<file path="config.mk">
export PLATFORM = sky130hd
export DESIGN_NAME = k_combination_successor
export DESIGN_NICKNAME = d
export VERILOG_FILES = /design/src/hw/rtl/kcs_pkg.sv /design/src/hw/rtl/kcs_cell.sv /design/src/hw/rtl/kcs_ctrl.sv /design/src/hw/rtl/k_combination_successor.sv
export SDC_FILE = /design/constraint.sdc
export NUM_CORES = 1
export LEC_CHECK = 0
export BUFFER_PORTS_ARGS = -buffer_cell sky130_fd_sc_hd__buf_4
export CAP_MARGIN = 25
export CORE_UTILIZATION = 58
export DETAILED_ROUTE_END_ITERATION = 10
export PLACE_DENSITY = 0.88
export SYNTH_ARGS = -nofsm -noshare
export SYNTH_HDL_FRONTEND = slang
export SYNTH_SLANG_ARGS = --single-unit
</file>
<file path="constraint.sdc">
create_clock -name clk -period 9.6 [get_ports clk]
set_input_delay 0.96 -clock clk [delete_from_list [all_inputs] [get_ports clk]]
set_output_delay 0.96 -clock clk [all_outputs]
set_load 0.01 [all_outputs]
</file>
<file path="src/hw/rtl/kcs_pkg.sv">
// ============================================================================
// kcs_pkg
// Shared constants, codes and types of the k-combination successor.
// ============================================================================
`default_nettype none

package kcs_pkg;

    // Largest subset size and largest set size the block supports.
    localparam int MAX_K = 8;
    localparam int MAX_N = 64;

    // Configuration register widths, fixed by the register map.
    localparam int N_W   = 7;
    localparam int K_W   = 4;
    localparam int CFG_W = 7;
    localparam int CFG_IDX_W = 1;

    // Derived widths.
    localparam int POS_W  = (MAX_N > 2) ? $clog2(MAX_N) : 1;
    localparam int SLOT_W = (MAX_K > 1) ? $clog2(MAX_K) : 1;
    localparam int KIDX_W = SLOT_W;
    localparam int KCNT_W = $clog2(MAX_K + 1);
    localparam int LIM_W  = N_W + 1;
    localparam int STAT_W = 2;

    // Register indexes.
    localparam logic [CFG_IDX_W-1:0] REG_SET_SIZE    = 1'd0;
    localparam logic [CFG_IDX_W-1:0] REG_SUBSET_SIZE = 1'd1;

    // Status codes.
    localparam logic [STAT_W-1:0] STATUS_OK   = 2'd0;
    localparam logic [STAT_W-1:0] STATUS_DONE = 2'd1;
    localparam logic [STAT_W-1:0] STATUS_KGTN = 2'd2;

    // Output sequencer states.
    typedef enum logic [1:0] {
        ST_IDLE,
        ST_EMIT,
        ST_ERROR
    } kcs_state_t;

    // Per-cycle controls broadcast to every cell.
    typedef struct packed {
        logic clear;    // configuration write: back to ascending
        logic load;     // request accepted: commit and load shift stage
        logic restart;  // accepted request asks for the first combination
        logic advance;  // accepted request moves to the successor
        logic shift;    // one word taken: shift toward cell 0
    } kcs_cell_ctl_t;

    // Start command from the datapath to the sequencer.
    typedef struct packed {
        logic              start;
        logic              is_err;
        logic [STAT_W-1:0] err_code;
    } kcs_cmd_t;

    // Sequencer status back to the datapath.
    typedef struct packed {
        logic busy;
        logic in_error;
        logic shift;
    } kcs_seq_t;

endpackage

`default_nettype wire

</file>
<file path="src/hw/rtl/kcs_cell.sv">
// ============================================================================
// kcs_cell
// One slot of the combination: holds its position and a shift stage.
// ============================================================================
`default_nettype none

module kcs_cell
    import kcs_pkg::*;
(
    input  wire logic                 clk,
    input  wire logic                 rst_n,
    input  wire logic [KIDX_W-1:0]    idx,
    input  wire logic [KCNT_W-1:0]    eff_k,
    input  wire logic [N_W-1:0]       nk,
    input  wire kcs_cell_ctl_t        ctl,
    input  wire logic                 found_in,
    output logic                      found_out,
    input  wire logic                 after_in,
    input  wire logic [POS_W-1:0]     val_in,
    output logic                      after_out,
    output logic [POS_W-1:0]          val_out,
    output logic [POS_W-1:0]          cur_out,
    input  wire logic [POS_W-1:0]     shift_in,
    output logic [POS_W-1:0]          shift_out
);

    logic [POS_W-1:0] pos_reg;
    logic [POS_W-1:0] pos_next;
    logic [POS_W-1:0] shift_reg;
    logic [POS_W-1:0] shift_next;
    logic [POS_W-1:0] pos_eff;
    logic [POS_W-1:0] new_val;
    logic [LIM_W-1:0] limit;
    logic             active;
    logic             below;
    logic             pivot_here;

    always_comb
    begin
        pos_eff    = ctl.restart ? POS_W'(idx) : pos_reg;
        active     = (KCNT_W'(idx) < eff_k);
        limit      = LIM_W'(nk) + LIM_W'(idx);
        below      = active && (LIM_W'(pos_eff) < limit);
        pivot_here = below && !found_in;
        found_out  = found_in || below;
        if (pivot_here)
        begin
            new_val = pos_eff + POS_W'(1);
        end
        else if (after_in)
        begin
            new_val = val_in + POS_W'(1);
        end
        else
        begin
            new_val = pos_eff;
        end
        after_out = after_in || pivot_here;
        val_out   = new_val;
        cur_out   = ctl.advance ? new_val : pos_eff;
    end

    always_comb
    begin
        pos_next   = pos_reg;
        shift_next = shift_reg;
        if (ctl.clear)
        begin
            pos_next = POS_W'(idx);
        end
        else if (ctl.load)
        begin
            pos_next = cur_out;
        end
        if (ctl.load)
        begin
            shift_next = cur_out;
        end
        else if (ctl.shift)
        begin
            shift_next = shift_in;
        end
    end

    always_ff @(posedge clk or negedge rst_n)
    begin
        if (!rst_n)
        begin
            pos_reg <= POS_W'(idx);
        end
        else
        begin
            pos_reg <= pos_next;
        end
    end

    always_ff @(posedge clk)
    begin
        shift_reg <= shift_next;
    end

    assign shift_out = shift_reg;

endmodule

`default_nettype wire

</file>
<file path="src/hw/rtl/kcs_ctrl.sv">
// ============================================================================
// kcs_ctrl
// Output sequencer: walks the slots of a combination or sends one error word.
// ============================================================================
`default_nettype none

module kcs_ctrl
    import kcs_pkg::*;
(
    input  wire logic                 clk,
    input  wire logic                 rst_n,
    input  wire kcs_cmd_t             cmd,
    input  wire logic [SLOT_W-1:0]    k_last,
    input  wire logic                 res_stall,
    output logic                      res_valid,
    output logic [SLOT_W-1:0]         slot,
    output logic                      last_of_run,
    output logic [STAT_W-1:0]         status,
    output kcs_seq_t                  seq
);

    kcs_state_t        state_reg;
    kcs_state_t        state_next;
    logic [SLOT_W-1:0] slot_reg;
    logic [SLOT_W-1:0] slot_next;
    logic [STAT_W-1:0] code_reg;
    logic [STAT_W-1:0] code_next;
    logic              at_last;

    assign at_last = (slot_reg == k_last);

    // Next state.
    always_comb
    begin
        state_next = state_reg;
        slot_next  = slot_reg;
        code_next  = code_reg;
        case (state_reg)
            ST_IDLE:
            begin
                if (cmd.start)
                begin
                    slot_next  = '0;
                    code_next  = cmd.err_code;
                    state_next = cmd.is_err ? ST_ERROR : ST_EMIT;
                end
            end
            ST_EMIT:
            begin
                if (!res_stall)
                begin
                    slot_next = slot_reg + SLOT_W'(1);
                    if (at_last)
                    begin
                        state_next = ST_IDLE;
                    end
                end
            end
            ST_ERROR:
            begin
                if (!res_stall)
                begin
                    state_next = ST_IDLE;
                end
            end
            default:
            begin
                state_next = ST_IDLE;
            end
        endcase
    end

    // Outputs.
    always_comb
    begin
        res_valid    = 1'b0;
        slot         = '0;
        last_of_run  = 1'b0;
        status       = STATUS_OK;
        seq.busy     = 1'b1;
        seq.in_error = 1'b0;
        seq.shift    = 1'b0;
        case (state_reg)
            ST_IDLE:
            begin
                seq.busy = 1'b0;
            end
            ST_EMIT:
            begin
                res_valid   = 1'b1;
                slot        = slot_reg;
                last_of_run = at_last;
                seq.shift   = !res_stall;
            end
            ST_ERROR:
            begin
                res_valid    = 1'b1;
                last_of_run  = 1'b1;
                status       = code_reg;
                seq.in_error = 1'b1;
            end
            default:
            begin
                seq.busy = 1'b0;
            end
        endcase
    end

    always_ff @(posedge clk or negedge rst_n)
    begin
        if (!rst_n)
        begin
            state_reg <= ST_IDLE;
            slot_reg  <= '0;
            code_reg  <= STATUS_OK;
        end
        else
        begin
            state_reg <= state_next;
            slot_reg  <= slot_next;
            code_reg  <= code_next;
        end
    end

endmodule

`default_nettype wire

</file>
<file path="src/hw/rtl/k_combination_successor.sv">
// ============================================================================
// k_combination_successor
// Lexicographic enumerator of the K-element subsets of {0..N-1}.
// ============================================================================
//
//  Channel   Handshake              Payload
//  -------   --------------------   ------------------------------------------
//  request   req_valid / req_stall  restart
//  result    res_valid / res_stall  slot, element_value, last_of_run,
//                                   final_combination, status
//  config    cfg_we                 cfg_index, cfg_data
//
//  When a request word is taken, the successor is formed in the same cycle
//  by the row of cells; the combination then leaves as K result words, one
//  per cycle while res_stall is low, shifted out of the cells toward cell 0.
//  An error answer is a single result word.
//  Reset restores N = 8, K = 3 and the first combination.
//  A stalled result word holds; no request is taken until the last word of
//  the current answer has been taken.
//
`default_nettype none

module k_combination_successor
    import kcs_pkg::*;
(
    input  wire logic                 clk,
    input  wire logic                 rst_n,
    // Request channel.
    input  wire logic                 req_valid,
    output logic                      req_stall,
    input  wire logic                 restart,
    // Result channel.
    output logic                      res_valid,
    input  wire logic                 res_stall,
    output logic [SLOT_W-1:0]         slot,
    output logic [POS_W-1:0]          element_value,
    output logic                      last_of_run,
    output logic                      final_combination,
    output logic [STAT_W-1:0]         status,
    // Configuration port.
    input  wire logic                 cfg_we,
    input  wire logic [CFG_IDX_W-1:0] cfg_index,
    input  wire logic [CFG_W-1:0]     cfg_data
);

    // Configuration registers and enumeration flags.
    logic [N_W-1:0]    set_size_reg;
    logic [N_W-1:0]    set_size_next;
    logic [K_W-1:0]    subset_size_reg;
    logic [K_W-1:0]    subset_size_next;
    logic              started_reg;
    logic              started_next;
    logic              exhausted_reg;
    logic              exhausted_next;
    logic              final_reg;
    logic              final_next;

    logic [KCNT_W-1:0] eff_k;
    logic [N_W-1:0]    eff_n;
    logic [N_W-1:0]    nk;
    logic              k_gt_n;
    logic              req_accept;
    logic              started_eff;
    logic              exhausted_eff;
    logic              path_ok;
    logic              advance;
    logic              is_final;

    kcs_cell_ctl_t     cell_ctl;
    kcs_cmd_t          cmd;
    kcs_seq_t          seq;

    // Neighbor chains through the row of cells.
    logic              found_w [MAX_K+1];
    logic              after_w [MAX_K+1];
    logic [POS_W-1:0]  val_w   [MAX_K+1];
    logic [POS_W-1:0]  shift_w [MAX_K+1];
    logic [POS_W-1:0]  cur_w   [MAX_K];

    // Out-of-range sizes are clamped: K to 1..MAX_K, N to at most MAX_N.
    always_comb
    begin
        if (subset_size_reg == '0)
        begin
            eff_k = KCNT_W'(1);
        end
        else if (int'(subset_size_reg) > MAX_K)
        begin
            eff_k = KCNT_W'(MAX_K);
        end
        else
        begin
            eff_k = KCNT_W'(subset_size_reg);
        end
        if (int'(set_size_reg) > MAX_N)
        begin
            eff_n = N_W'(MAX_N);
        end
        else
        begin
            eff_n = set_size_reg;
        end
        k_gt_n = (int'(eff_k) > int'(eff_n));
        nk     = eff_n - N_W'(eff_k);
    end

    assign req_stall  = seq.busy;
    assign req_accept = req_valid && !req_stall;

    // A restart on the request takes effect before the request is served.
    assign started_eff   = started_reg && !restart;
    assign exhausted_eff = exhausted_reg && !restart;

    // The cells tell whether any slot can still move; the first request
    // after a restart emits the ascending combination as it stands.
    always_comb
    begin
        path_ok      = 1'b0;
        advance      = 1'b0;
        cmd.start    = req_accept;
        cmd.is_err   = 1'b1;
        cmd.err_code = STATUS_DONE;
        if (k_gt_n)
        begin
            cmd.err_code = STATUS_KGTN;
        end
        else if (exhausted_eff)
        begin
            cmd.err_code = STATUS_DONE;
        end
        else if (!started_eff)
        begin
            path_ok    = 1'b1;
            cmd.is_err = 1'b0;
        end
        else if (found_w[0])
        begin
            path_ok    = 1'b1;
            advance    = 1'b1;
            cmd.is_err = 1'b0;
        end
        else
        begin
            cmd.err_code = STATUS_DONE;
        end
    end

    // The combination is the last one when slot 0 sits at N - K.
    assign is_final = (N_W'(cur_w[0]) == nk);

    always_comb
    begin
        cell_ctl.clear   = cfg_we;
        cell_ctl.load    = req_accept;
        cell_ctl.restart = restart;
        cell_ctl.advance = req_accept && path_ok && advance;
        cell_ctl.shift   = seq.shift;
    end

    always_comb
    begin
        set_size_next    = set_size_reg;
        subset_size_next = subset_size_reg;
        started_next     = started_reg;
        exhausted_next   = exhausted_reg;
        final_next       = final_reg;
        if (cfg_we)
        begin
            case (cfg_index)
                REG_SET_SIZE:
                begin
                    set_size_next = cfg_data[N_W-1:0];
                end
                REG_SUBSET_SIZE:
                begin
                    subset_size_next = cfg_data[K_W-1:0];
                end
                default:
                begin
                    set_size_next = set_size_reg;
                end
            endcase
            started_next   = 1'b0;
            exhausted_next = 1'b0;
        end
        else if (req_accept)
        begin
            if (k_gt_n)
            begin
                started_next   = started_eff;
                exhausted_next = exhausted_eff;
            end
            else if (path_ok)
            begin
                started_next   = 1'b1;
                exhausted_next = is_final;
                final_next     = is_final;
            end
            else
            begin
                // Already exhausted, or no slot below its maximum.
                started_next   = started_eff;
                exhausted_next = 1'b1;
            end
        end
    end

    always_ff @(posedge clk or negedge rst_n)
    begin
        if (!rst_n)
        begin
            set_size_reg    <= N_W'(8);
            subset_size_reg <= K_W'(3);
            started_reg     <= 1'b0;
            exhausted_reg   <= 1'b0;
            final_reg       <= 1'b0;
        end
        else
        begin
            set_size_reg    <= set_size_next;
            subset_size_reg <= subset_size_next;
            started_reg     <= started_next;
            exhausted_reg   <= exhausted_next;
            final_reg       <= final_next;
        end
    end

    // Chain ends: the pivot search enters at the right, the refill at the
    // left, and zeros fill in behind the shifted-out words.
    assign found_w[MAX_K] = 1'b0;
    assign after_w[0]     = 1'b0;
    assign val_w[0]       = '0;
    assign shift_w[MAX_K] = '0;

    for (genvar i = 0; i < MAX_K; i++)
    begin : g_cell
        kcs_cell u_cell (
            .clk       (clk),
            .rst_n     (rst_n),
            .idx       (KIDX_W'(i)),
            .eff_k     (eff_k),
            .nk        (nk),
            .ctl       (cell_ctl),
            .found_in  (found_w[i+1]),
            .found_out (found_w[i]),
            .after_in  (after_w[i]),
            .val_in    (val_w[i]),
            .after_out (after_w[i+1]),
            .val_out   (val_w[i+1]),
            .cur_out   (cur_w[i]),
            .shift_in  (shift_w[i+1]),
            .shift_out (shift_w[i])
        );
    end

    kcs_ctrl u_ctrl (
        .clk         (clk),
        .rst_n       (rst_n),
        .cmd         (cmd),
        .k_last      (SLOT_W'(eff_k - KCNT_W'(1))),
        .res_stall   (res_stall),
        .res_valid   (res_valid),
        .slot        (slot),
        .last_of_run (last_of_run),
        .status      (status),
        .seq         (seq)
    );

    // Error words carry zero value and no final flag.
    assign element_value     = seq.in_error ? '0 : shift_w[0];
    assign final_combination = seq.in_error ? 1'b0 : final_reg;

endmodule

`default_nettype wire
</file>
# Yosys cells after proc, flatten, opt, wreduce, memory -nomap -nowiden
# Index checks and enable logic that the tools add are counted.
[totals]
register_bits = 117
latchBits = 0
ram_bits = 0
mem_bits_ro = 0
wordCells = 237
mem_count = 0
[classes]
addsub = 25
multipliers = 0
div_mod_pow = 0
magnitude_cmp = 19
n_eq_ne = 8
shifts = 0
n_mux = 103
bitwise_logic = 3
reduce_logical = 55
[op_table]
columns = ["cell", "n"]
rows = [
  ["6-bit two-way mux", 64],
  ["6-bit by 1-bit adder with 6-bit output, second input constant", 15],
  ["6-bit by 8-bit less-than comparator with 1-bit output", 7],
  ["7-bit by 3-bit adder with 8-bit output, second input constant", 4],
  ["1-bit two-way mux", 23],
  ["1-bit logical AND", 20],
  ["7-bit by 2-bit adder with 8-bit output, second input constant", 2],
  ["3-bit by 4-bit less-than comparator with 1-bit output, first input constant", 4],
  ["2-bit two-way mux", 7],
  ["1-bit logical OR", 13],
  ["1-bit logical NOT", 10],
  ["3-bit two-way mux", 3],
  ["7-bit by 1-bit adder with 8-bit output, second input constant", 1],
  ["1-bit by 4-bit less-than comparator with 1-bit output, first input constant", 2],
  ["2-bit by 4-bit less-than comparator with 1-bit output, first input constant", 2],
  ["4-bit two-way mux", 2],
  ["4-bit AND reduction", 2],
  ["6-bit by 7-bit equality test with 1-bit output", 1],
  ["4-bit by 7-bit > comparator with 1-bit output", 1],
  ["7-bit > comparator, second input constant", 1],
  ["6-bit by 7-bit less-than comparator with 1-bit output", 1],
  ["7-bit two-way mux", 1],
  ["7-bit by 4-bit subtractor with 7-bit output", 1],
  ["2-bit != test, second input constant", 3],
  ["other kinds (17)", 23],
]

# Longest topological paths before layout
# Gate-level depths: netlist of run 1.
[depth]
depth_word = 40
depth_mapped = 50
mapped_depth_nobuf = 47

# Worst setup path before layout of run 1
# No wires, ideal clock.
[synth_timing]
path_kind = "input to register"
startpoint = "in restart"
endpoint = "reg g_cell[7].u_cell.shift_reg[5] (data pin)"
setup_time_ns = 0.270
arrival_ns = 9.378
t_required_ns = 9.330
slack_ns = -0.048
path_stages = 45
n_path_buf = 10
cell_sequence = "clkbuf_1 -> clkbuf_1 -> clkbuf_1 -> clkbuf_1 -> clkbuf_1 -> buf_1 -> clkbuf_1 -> clkbuf_1 -> nor2b_1 -> ha_1 -> o21a_1 -> o21a_1 -> o21ai_0 -> a211oi_1 -> mux2i_1 -> o211ai_1 -> buf_2 -> nand4_1 -> [... 9 more ...] -> nand2_1 -> and2_1 -> xnor2_1 -> o221ai_1 -> ha_1 -> o22ai_1 -> nor2_1 -> ha_1 -> o22ai_1 -> a21oi_1 -> ha_1 -> xnor2_1 -> a221oi_1 -> and3_1 -> o211ai_1 -> nor2b_1 -> mux2i_1 -> o211ai_1"
[synth_via]
elab_chain_len = 35
[synth_rtl]
columns = ["item", "line", "text"]
rows = [
  ["from (decl)", "k_combination_successor.sv:31", "input wire logic restart,"],
  ["6-bit two-way mux", "kcs_cell.sv:40", "pos_eff = ctl.restart ? POS_W'(idx) : pos_reg;"],
  ["6-bit by 8-bit less-than comparator with 1-bit output", "kcs_cell.sv:43", "below = active && (LIM_W'(pos_eff) < limit);"],
  ["1-bit logical AND", "kcs_cell.sv:43", ""],
  ["1-bit logical OR (6 in series)", "kcs_cell.sv:45", "found_out = found_in || below;"],
  ["1-bit logical NOT", "kcs_cell.sv:44", "pivot_here = below && !found_in;"],
  ["1-bit logical AND", "kcs_cell.sv:44", ""],
  ["6-bit two-way mux", "kcs_cell.sv:46", "if (pivot_here)"],
  ["6-bit by 1-bit adder with 6-bit output", "kcs_cell.sv:52", "new_val = val_in + POS_W'(1);"],
  ["[... 14 more ...]", "n/a", ""],
  ["6-bit by 1-bit adder with 6-bit output", "kcs_cell.sv:52", ""],
  ["6-bit two-way mux", "kcs_cell.sv:50", "else if (after_in)"],
  ["6-bit two-way mux", "kcs_cell.sv:46", ""],
  ["6-bit by 1-bit adder with 6-bit output", "kcs_cell.sv:52", ""],
  ["6-bit two-way mux", "kcs_cell.sv:50", ""],
  ["6-bit two-way mux", "kcs_cell.sv:46", ""],
  ["6-bit two-way mux (*)", "kcs_cell.sv:60", "cur_out = ctl.advance ? new_val : pos_eff;"],
  ["6-bit two-way mux (*)", "kcs_cell.sv:75", "if (ctl.load)"],
  ["to (signal assigned)", "kcs_cell.sv:99", "shift_reg <= shift_next;"],
  ["to (decl)", "kcs_cell.sv:29", "logic [POS_W-1:0] shift_reg;"],
]
# Mark *: on every way between the ends. The rest lies on a longest branch, timed or not.
# A chain may end at the register's enable or synchronous reset.

# Worst setup path after layout of run 1
[layout_timing]
startpoint = "reg subset_size_reg[3]"
endpoint = "reg g_cell[7].u_cell.shift_reg[4] (data pin)"
[layout_via]
elab_chain_len = 39
[layout_rtl]
columns = ["item", "line", "text"]
rows = [
  ["from (decl)", "k_combination_successor.sv:49", "logic [K_W-1:0] subset_size_reg;"],
  ["from (signal assigned)", "k_combination_successor.sv:221", "subset_size_reg <= subset_size_next;"],
  ["4-bit > comparator", "k_combination_successor.sv:87", "else if (int'(subset_size_reg) > MAX_K)"],
  ["4-bit two-way mux", "k_combination_successor.sv:87", ""],
  ["4-bit two-way mux (*)", "k_combination_successor.sv:83", "if (subset_size_reg == '0)"],
  ["7-bit by 4-bit subtractor with 7-bit output", "k_combination_successor.sv:104", "nk = eff_n - N_W'(eff_k);"],
  ["7-bit by 3-bit adder with 8-bit output", "kcs_cell.sv:42", "limit = LIM_W'(nk) + LIM_W'(idx);"],
  ["6-bit by 8-bit less-than comparator with 1-bit output", "kcs_cell.sv:43", ""],
  ["1-bit logical AND", "kcs_cell.sv:43", ""],
  ["1-bit logical OR (6 in series)", "kcs_cell.sv:45", ""],
  ["[... 18 more ...]", "n/a", ""],
  ["6-bit by 1-bit adder with 6-bit output", "kcs_cell.sv:52", ""],
  ["6-bit two-way mux", "kcs_cell.sv:50", ""],
  ["6-bit two-way mux", "kcs_cell.sv:46", ""],
  ["6-bit by 1-bit adder with 6-bit output", "kcs_cell.sv:52", ""],
  ["6-bit two-way mux", "kcs_cell.sv:50", ""],
  ["6-bit two-way mux", "kcs_cell.sv:46", ""],
  ["6-bit two-way mux (*)", "kcs_cell.sv:60", ""],
  ["6-bit two-way mux (*)", "kcs_cell.sv:75", ""],
]
# Marks and branches as above.

==> run summary, run 1 <==
Setup TNS: 0 ns
Largest family of logic cells by synthesized area: simple AND/OR/NAND/NOR gates
Worst slew margin: 0.3784
Clock latency on the worst-skew pair: 0.44 ns
Post-DP HPWL: 21030 um
Synthesized Nets: 1318
FP Rows: 47
Post-synthesis simple-gate area fraction: 0.2461
Final net count: 1332
Total track usage: 0.3416
CTS root buffer: clkbuf_16
CTS tree: yes
Crit end category: flop
Multiplexer share of the synthesized area: 0.02870
Area of the core: 16760 um^2
Worst path slowest cell: dfrtp_1
Max Clock Skew: 0.01123 ns
Crit-path max FO: 7
Slew Limit Fails: 0
Hold Crit Class: reg2reg
First-pass GRT wire length: 47460 um
Die height: 133.8 um
Number of global-route vias before repair: 9227
Final hold vios: 0
Post-DR wirelength/cell: 20.16 um
Initial DRT Pass Iterations: 5
Sw Share: 0.4407
Antenna violations before repair: 0
Peak supply drop: 0.2274 mV
Syn-to-layout area delta: 12.44%
Internal: 1868 uW
Achievable frequency: 0.1099 GHz
Inserted Clock Buffers: 17
GPL Wtd Cong: 1.017
Flops & latches, synth: 117
Gate Count Post-Synth: 1229
Syn_area_per_cell: 8.193 um^2
Minimum clock period: 9.097 ns
Clock share of power: 0.202
Asr flop ratio synth: 0.5897
Post-synthesis xor/xnor area fraction: 0.06523
WP data required: 9.80 ns
Most common cell after layout, fill and taps aside: nand2_1
Commonest cells after routing, fill and taps aside: nand2_1, nor2_1, a21oi_1, ha_1, o21ai_0
I/O Buffers: 28
Power Dens Cells: 294.9 nW/um^2
Synth warn: 0
Clock Path Buffers: 2
Reg clk slew, reported paths: 0.06 ns
Worst slew pin tran: 0.9324 ns
Share of cells above drive strength 1: 0.1473
Antenna diode count: 0
Compound-cell area share of the yosys netlist: 0.2076
H-tree depth: 4
P_sw: 1472 uW
Synthesized cell area: 10070 um^2
Leakage power: 0.004621 uW
DRC violations left: 0
Most frequent CP cell: ha_1
Comb pwr share: 0.554
Num ports: 29
Final wirelength: 29760 um
Grt total ovfl: 0
Fin crit share: 0.9476
Die area: 17890 um^2
Register area share after synthesis: 0.3165
Most used DFF post-synth: dfrtp_1
Max-cap violation count: 0
Via count: 9579
Pin count of the biggest net entering global routing: 70
Finished layout cell area: 11320 um^2
Final setup vio count: 0
Startpoint types: flop
Routed Antenna Nets: 0
Share of power burned in registers: 0.244
Delay of the slowest critical-path stage: 0.44 ns
Status: complete, no violations
Clk sinks: 117
Placed cell areas: 10530 um^2
Die Span X: 133.8 um
Kind of critical path: reg2reg
Iteration-0 DRC Markers: 1121
Synth Area in Adders: 0.09394
Via density: 6.490
Number of synthesized flops with an enable pin: 48
CTS Hold Buffers Added: 0
Effective utilization at floorplan: 0.6008
Critical path data arrival time: 9.30 ns
Distinct cells, synth: 90
-- per-layer routing --
layer	wire [um]	track usage	up-vias
li1	-	-	4459
met3	2582	0.07230	108
met4	1145	0.1723	0
met5	0	0	-
met2	13780	0.5440	519
met1	12250	0.4377	4493
-- layout make-up --
| cell class | instances | area [um^2] |
|---|---|---|
| multi-input cells | 1003 | 6618 |
| repair buffers | 61 | 465.4 |
| clock buffers | 19 | 432.9 |
| inverters | 43 | 161.4 |
| fillers | 1365 | 5438 |
| flip-flops and latches | 117 | 3188 |
| well taps | 220 | 275.3 |
| clock inverters | 13 | 181.4 |
-- power groups by stage --
stage	Sequential, uW	Clock (uW)	Combinational (uW)
detailed placement	818	0	1720
CTS	813	679	1730
global route	829	700	2020
finish	815	676	1850
global placement	813	0	1670
floorplan	804	0	1230
-- cell families after synthesis --
family                   after synthesis
AO/OA/AOI/OAI                        314
adder cells (fa/ha/maj)               75
buffers and inverters                109
flip-flops                           117
AND/OR/NAND/NOR                      512
multiplexers                          27
XOR/XNOR                              75
-- worst max-delay path, delay by kind of cell, from the launching register on --
kind / cells / cell delay [ns]
AOI/OAI and AO/OA: 16 / 2.92
xor gates and xnor gates: 4 / 0.74
DFF: 1 / 0.44
adders and majority gates: 9 / 2.70
and+or+nand+nor: 11 / 1.69
buffers and inverters: 2 / 0.34
-- Yosys cell counts, types with 24 or more instances --
library cell,instances,share of area
o21ai_0,64,0.032
nor2b_1,51,0.032
nand2_1,171,0.064
a21oi_1,82,0.041
and3_1,24,0.015
inv_1,41,0.015
nand3_1,36,0.018
ha_1,74,0.092
edfxtp_1,48,0.14
nor2_1,106,0.040
clkbuf_1,57,0.021
xnor2_1,62,0.054
nor3_1,28,0.014
dfrtp_1,54,0.13
-- final timing paths --
path,startpoint,end,slack [ns],depth (start not counted)
min reg2reg,set_size_reg[2],set_size_reg[2],0.50,1
max reg2reg,subset_size_reg[3],g_cell[7].u_cell.shift_out[4],0.50,42
max in group asynchronous,rst_n,subset_size_reg[2],8.31,1
min,set_size_reg[2],set_size_reg[2],0.50,1
max,subset_size_reg[3],g_cell[7].u_cell.shift_out[4],0.50,42
min in group asynchronous,rst_n,u_ctrl.slot_reg[0],0.66,1
-- timing repair --
item | CTS | global route
buffers inserted | 0 | 6
endpoints found under the setup margin | 2 | 22
resized for setup | 1 | 32
pin swaps | 0 | 3
-- stage by stage --
stage / instances / utilization / hold slack [ns] / setup slack [ns] / power, uW
after floorplan: 1229 / - / 0.4712 / 0.09344 / 2030
after global placement: 1437 / 0.6275 / 0.4826 / 0.3858 / 2483
after detailed placement: 1438 / 0.6282 / 0.4909 / 0.01886 / 2537
after CTS: 1470 / 0.6649 / 0.5037 / 0.08645 / 3221
after global routing: 1476 / 0.6756 / 0.5188 / -0.03071 / 3548
final: 1476 / 0.6756 / 0.5048 / 0.5030 / 3339
Note: power is estimated with default switching activity, not from simulation.
==> inputs of run 2 (changes only) <==
--- a/config.mk
+++ b/config.mk
@@ -9,6 +9,7 @@
 export CAP_MARGIN = 25
 export CORE_UTILIZATION = 58
 export DETAILED_ROUTE_END_ITERATION = 10
+export GPL_TIMING_DRIVEN = 0
 export PLACE_DENSITY = 0.88
 export SYNTH_ARGS = -nofsm -noshare
 export SYNTH_HDL_FRONTEND = slang
==> run 2 against run 1 <==
Combinational power grew 12%. Routed wire length grew 21%. Global-route usage grew 6.8 points. Critical path type unchanged.
==> run summary, run 2 (synthesis results as in run 1) <==
Post-DP HPWL: 25700 um
Max-cap violation count: 0
Top layer in use: met4
Layout Cells excl Fill: 1539
Kind of critical path: reg2reg
Util after Layout: 0.6976
Fill cell count: 1318
Die Span X: 133.8 um
FP Rows: 47
Final hold vios: 0
Most common cell after layout, fill and taps aside: nand2_1
Max Clock Skew: 0.01121 ns
Inst Count DP: 1478
Delay of the slowest critical-path stage: 0.53 ns
CTS root buffer: clkbuf_16
Fin crit share: 0.9742
Via count: 10480
Die height: 133.8 um
Leakage power: 0.004736 uW
Inserted Clock Buffers: 17
Worst path slowest cell: dfstp_2
Final setup vio count: 0
Number of global-route vias before repair: 10120
Worst slew pin tran: 1.065 ns
Final wirelength: 35950 um
H-tree depth: 4
DR WL met3: 4715 um
Grt total ovfl: 0
Critical path buffers and inverters: 5
WP data required: 9.78 ns
Crit end category: flop
CTS tree: yes
Critical path data arrival time: 9.53 ns
Clk sinks: 117
Pin count of the biggest net entering global routing: 70
Reg clk slew, reported paths: 0.05 ns
Iteration-0 DRC Markers: 1544
Tot Pwr: 3471 uW
Num ports: 29
GPL Wtd Cong: 1.026
Crit-path max FO: 10
Routed wl met2: 15770 um
Antenna violations before repair: 0
Slew Limit Fails: 0
I/O Buffers: 27
Family with the most delay on the worst path: compound AO/OA/AOI/OAI gates
Effective utilization at floorplan: 0.6008
Clock latency on the worst-skew pair: 0.44 ns
Status: complete, no violations
Worst slew margin: 0.2903
Startpoint types: flop
Final net count: 1394
Initial DRT Pass Iterations: 7
Total track usage: 0.4093
Most frequent CP cell: ha_1
Die area: 17890 um^2
Hold Crit Class: in2async
Syn-to-layout area delta: 16.10%
Achievable frequency: 0.1069 GHz
Peak supply drop: 0.2660 mV
Clock Path Buffers: 2
Wl on met1: 13100 um
DRC violations left: 0
Via density: 6.810
Minimum clock period: 9.353 ns
Area of the core: 16760 um^2
Commonest cells after routing, fill and taps aside: nand2_1, nor2_1, a21oi_1, ha_1, buf_4
Setup TNS: 0 ns
Routed Antenna Nets: 0
CTS Hold Buffers Added: 0
Share of cells above drive strength 1: 0.1608
Power Dens Cells: 296.9 nW/um^2
First-pass GRT wire length: 55040 um
Post-DR wirelength/cell: 23.36 um
-- run 2: changes by cell type in the layout (fill, tap and decap cells not counted), sizes merged --
cell	previous run	this run
buf	61	72
diode	0	1
bufinv	4	0
clkbuf	19	78
inv	44	41
clkinv	5	4
-- run 2: metrics by stage --
step | hold slack, ns | instance area (um^2) | setup slack (ns)
2_1_floorplan | 0.4712 | 10080 | 0.09344
5_1_grt | 0.3217 | 11690 | -0.08638
6_report | 0.3237 | 11690 | 0.2474
3_3_place_gp | 0.4823 | 10550 | -3.365
4_1_cts | 0.5017 | 11390 | 0.009906
3_5_place_dp | 0.4897 | 10590 | -3.470
-- run 2: repair_timing --
action / in CTS / in global routing
buffers inserted: 13 / 19
setup endpoints to repair: 69 / 20
gates resized for setup: 55 / 37
pin swaps: 6 / 14
-- run 2: where the power goes --
part	switching (uW)	internal [uW]	leakage, uW
combinational	1310	773	0.00313
clock	234	341	0.000249
sequential	71.5	743	0.00135
total	1610	1860	0.00474
-- run 2: final timing paths --
path,to,depth (start not counted),start,slack (ns)
hold reg to reg,set_size_reg[2],1,set_size_reg[2],0.51
min in group clk,set_size_reg[2],1,set_size_reg[2],0.51
setup reg to reg,g_cell[7].u_cell.shift_out[4],48,subset_size_reg[0],0.25
setup / recovery,g_cell[7].u_cell.shift_out[4],48,subset_size_reg[0],0.25
hold / removal,u_ctrl.slot_reg[2],1,rst_n,0.32
max in group asynchronous,g_cell[5].u_cell.pos_reg[2],2,rst_n,8.68
-- run 2: per-layer routing --
layer | vias up | track usage
met3 | 194 | 0.1084
met5 | - | 0
met2 | 784 | 0.6238
met1 | 4929 | 0.5157
li1 | 4574 | -
met4 | 0 | 0.2544
-- run 2: final cells by class --
type	count	area [um^2]	area share
multi-input combinational	1003	6723	0.5750
sequential	117	3191	0.2729
timing repair buffer	62	498.0	0.04259
clock buffer	27	483.0	0.04131
buffer	61	320.3	0.02740
tap	220	275.3	0.02354
inverter	43	171.4	0.01466
clock inverter	5	27.53	0.002354
antenna	1	2.502	0.0002140
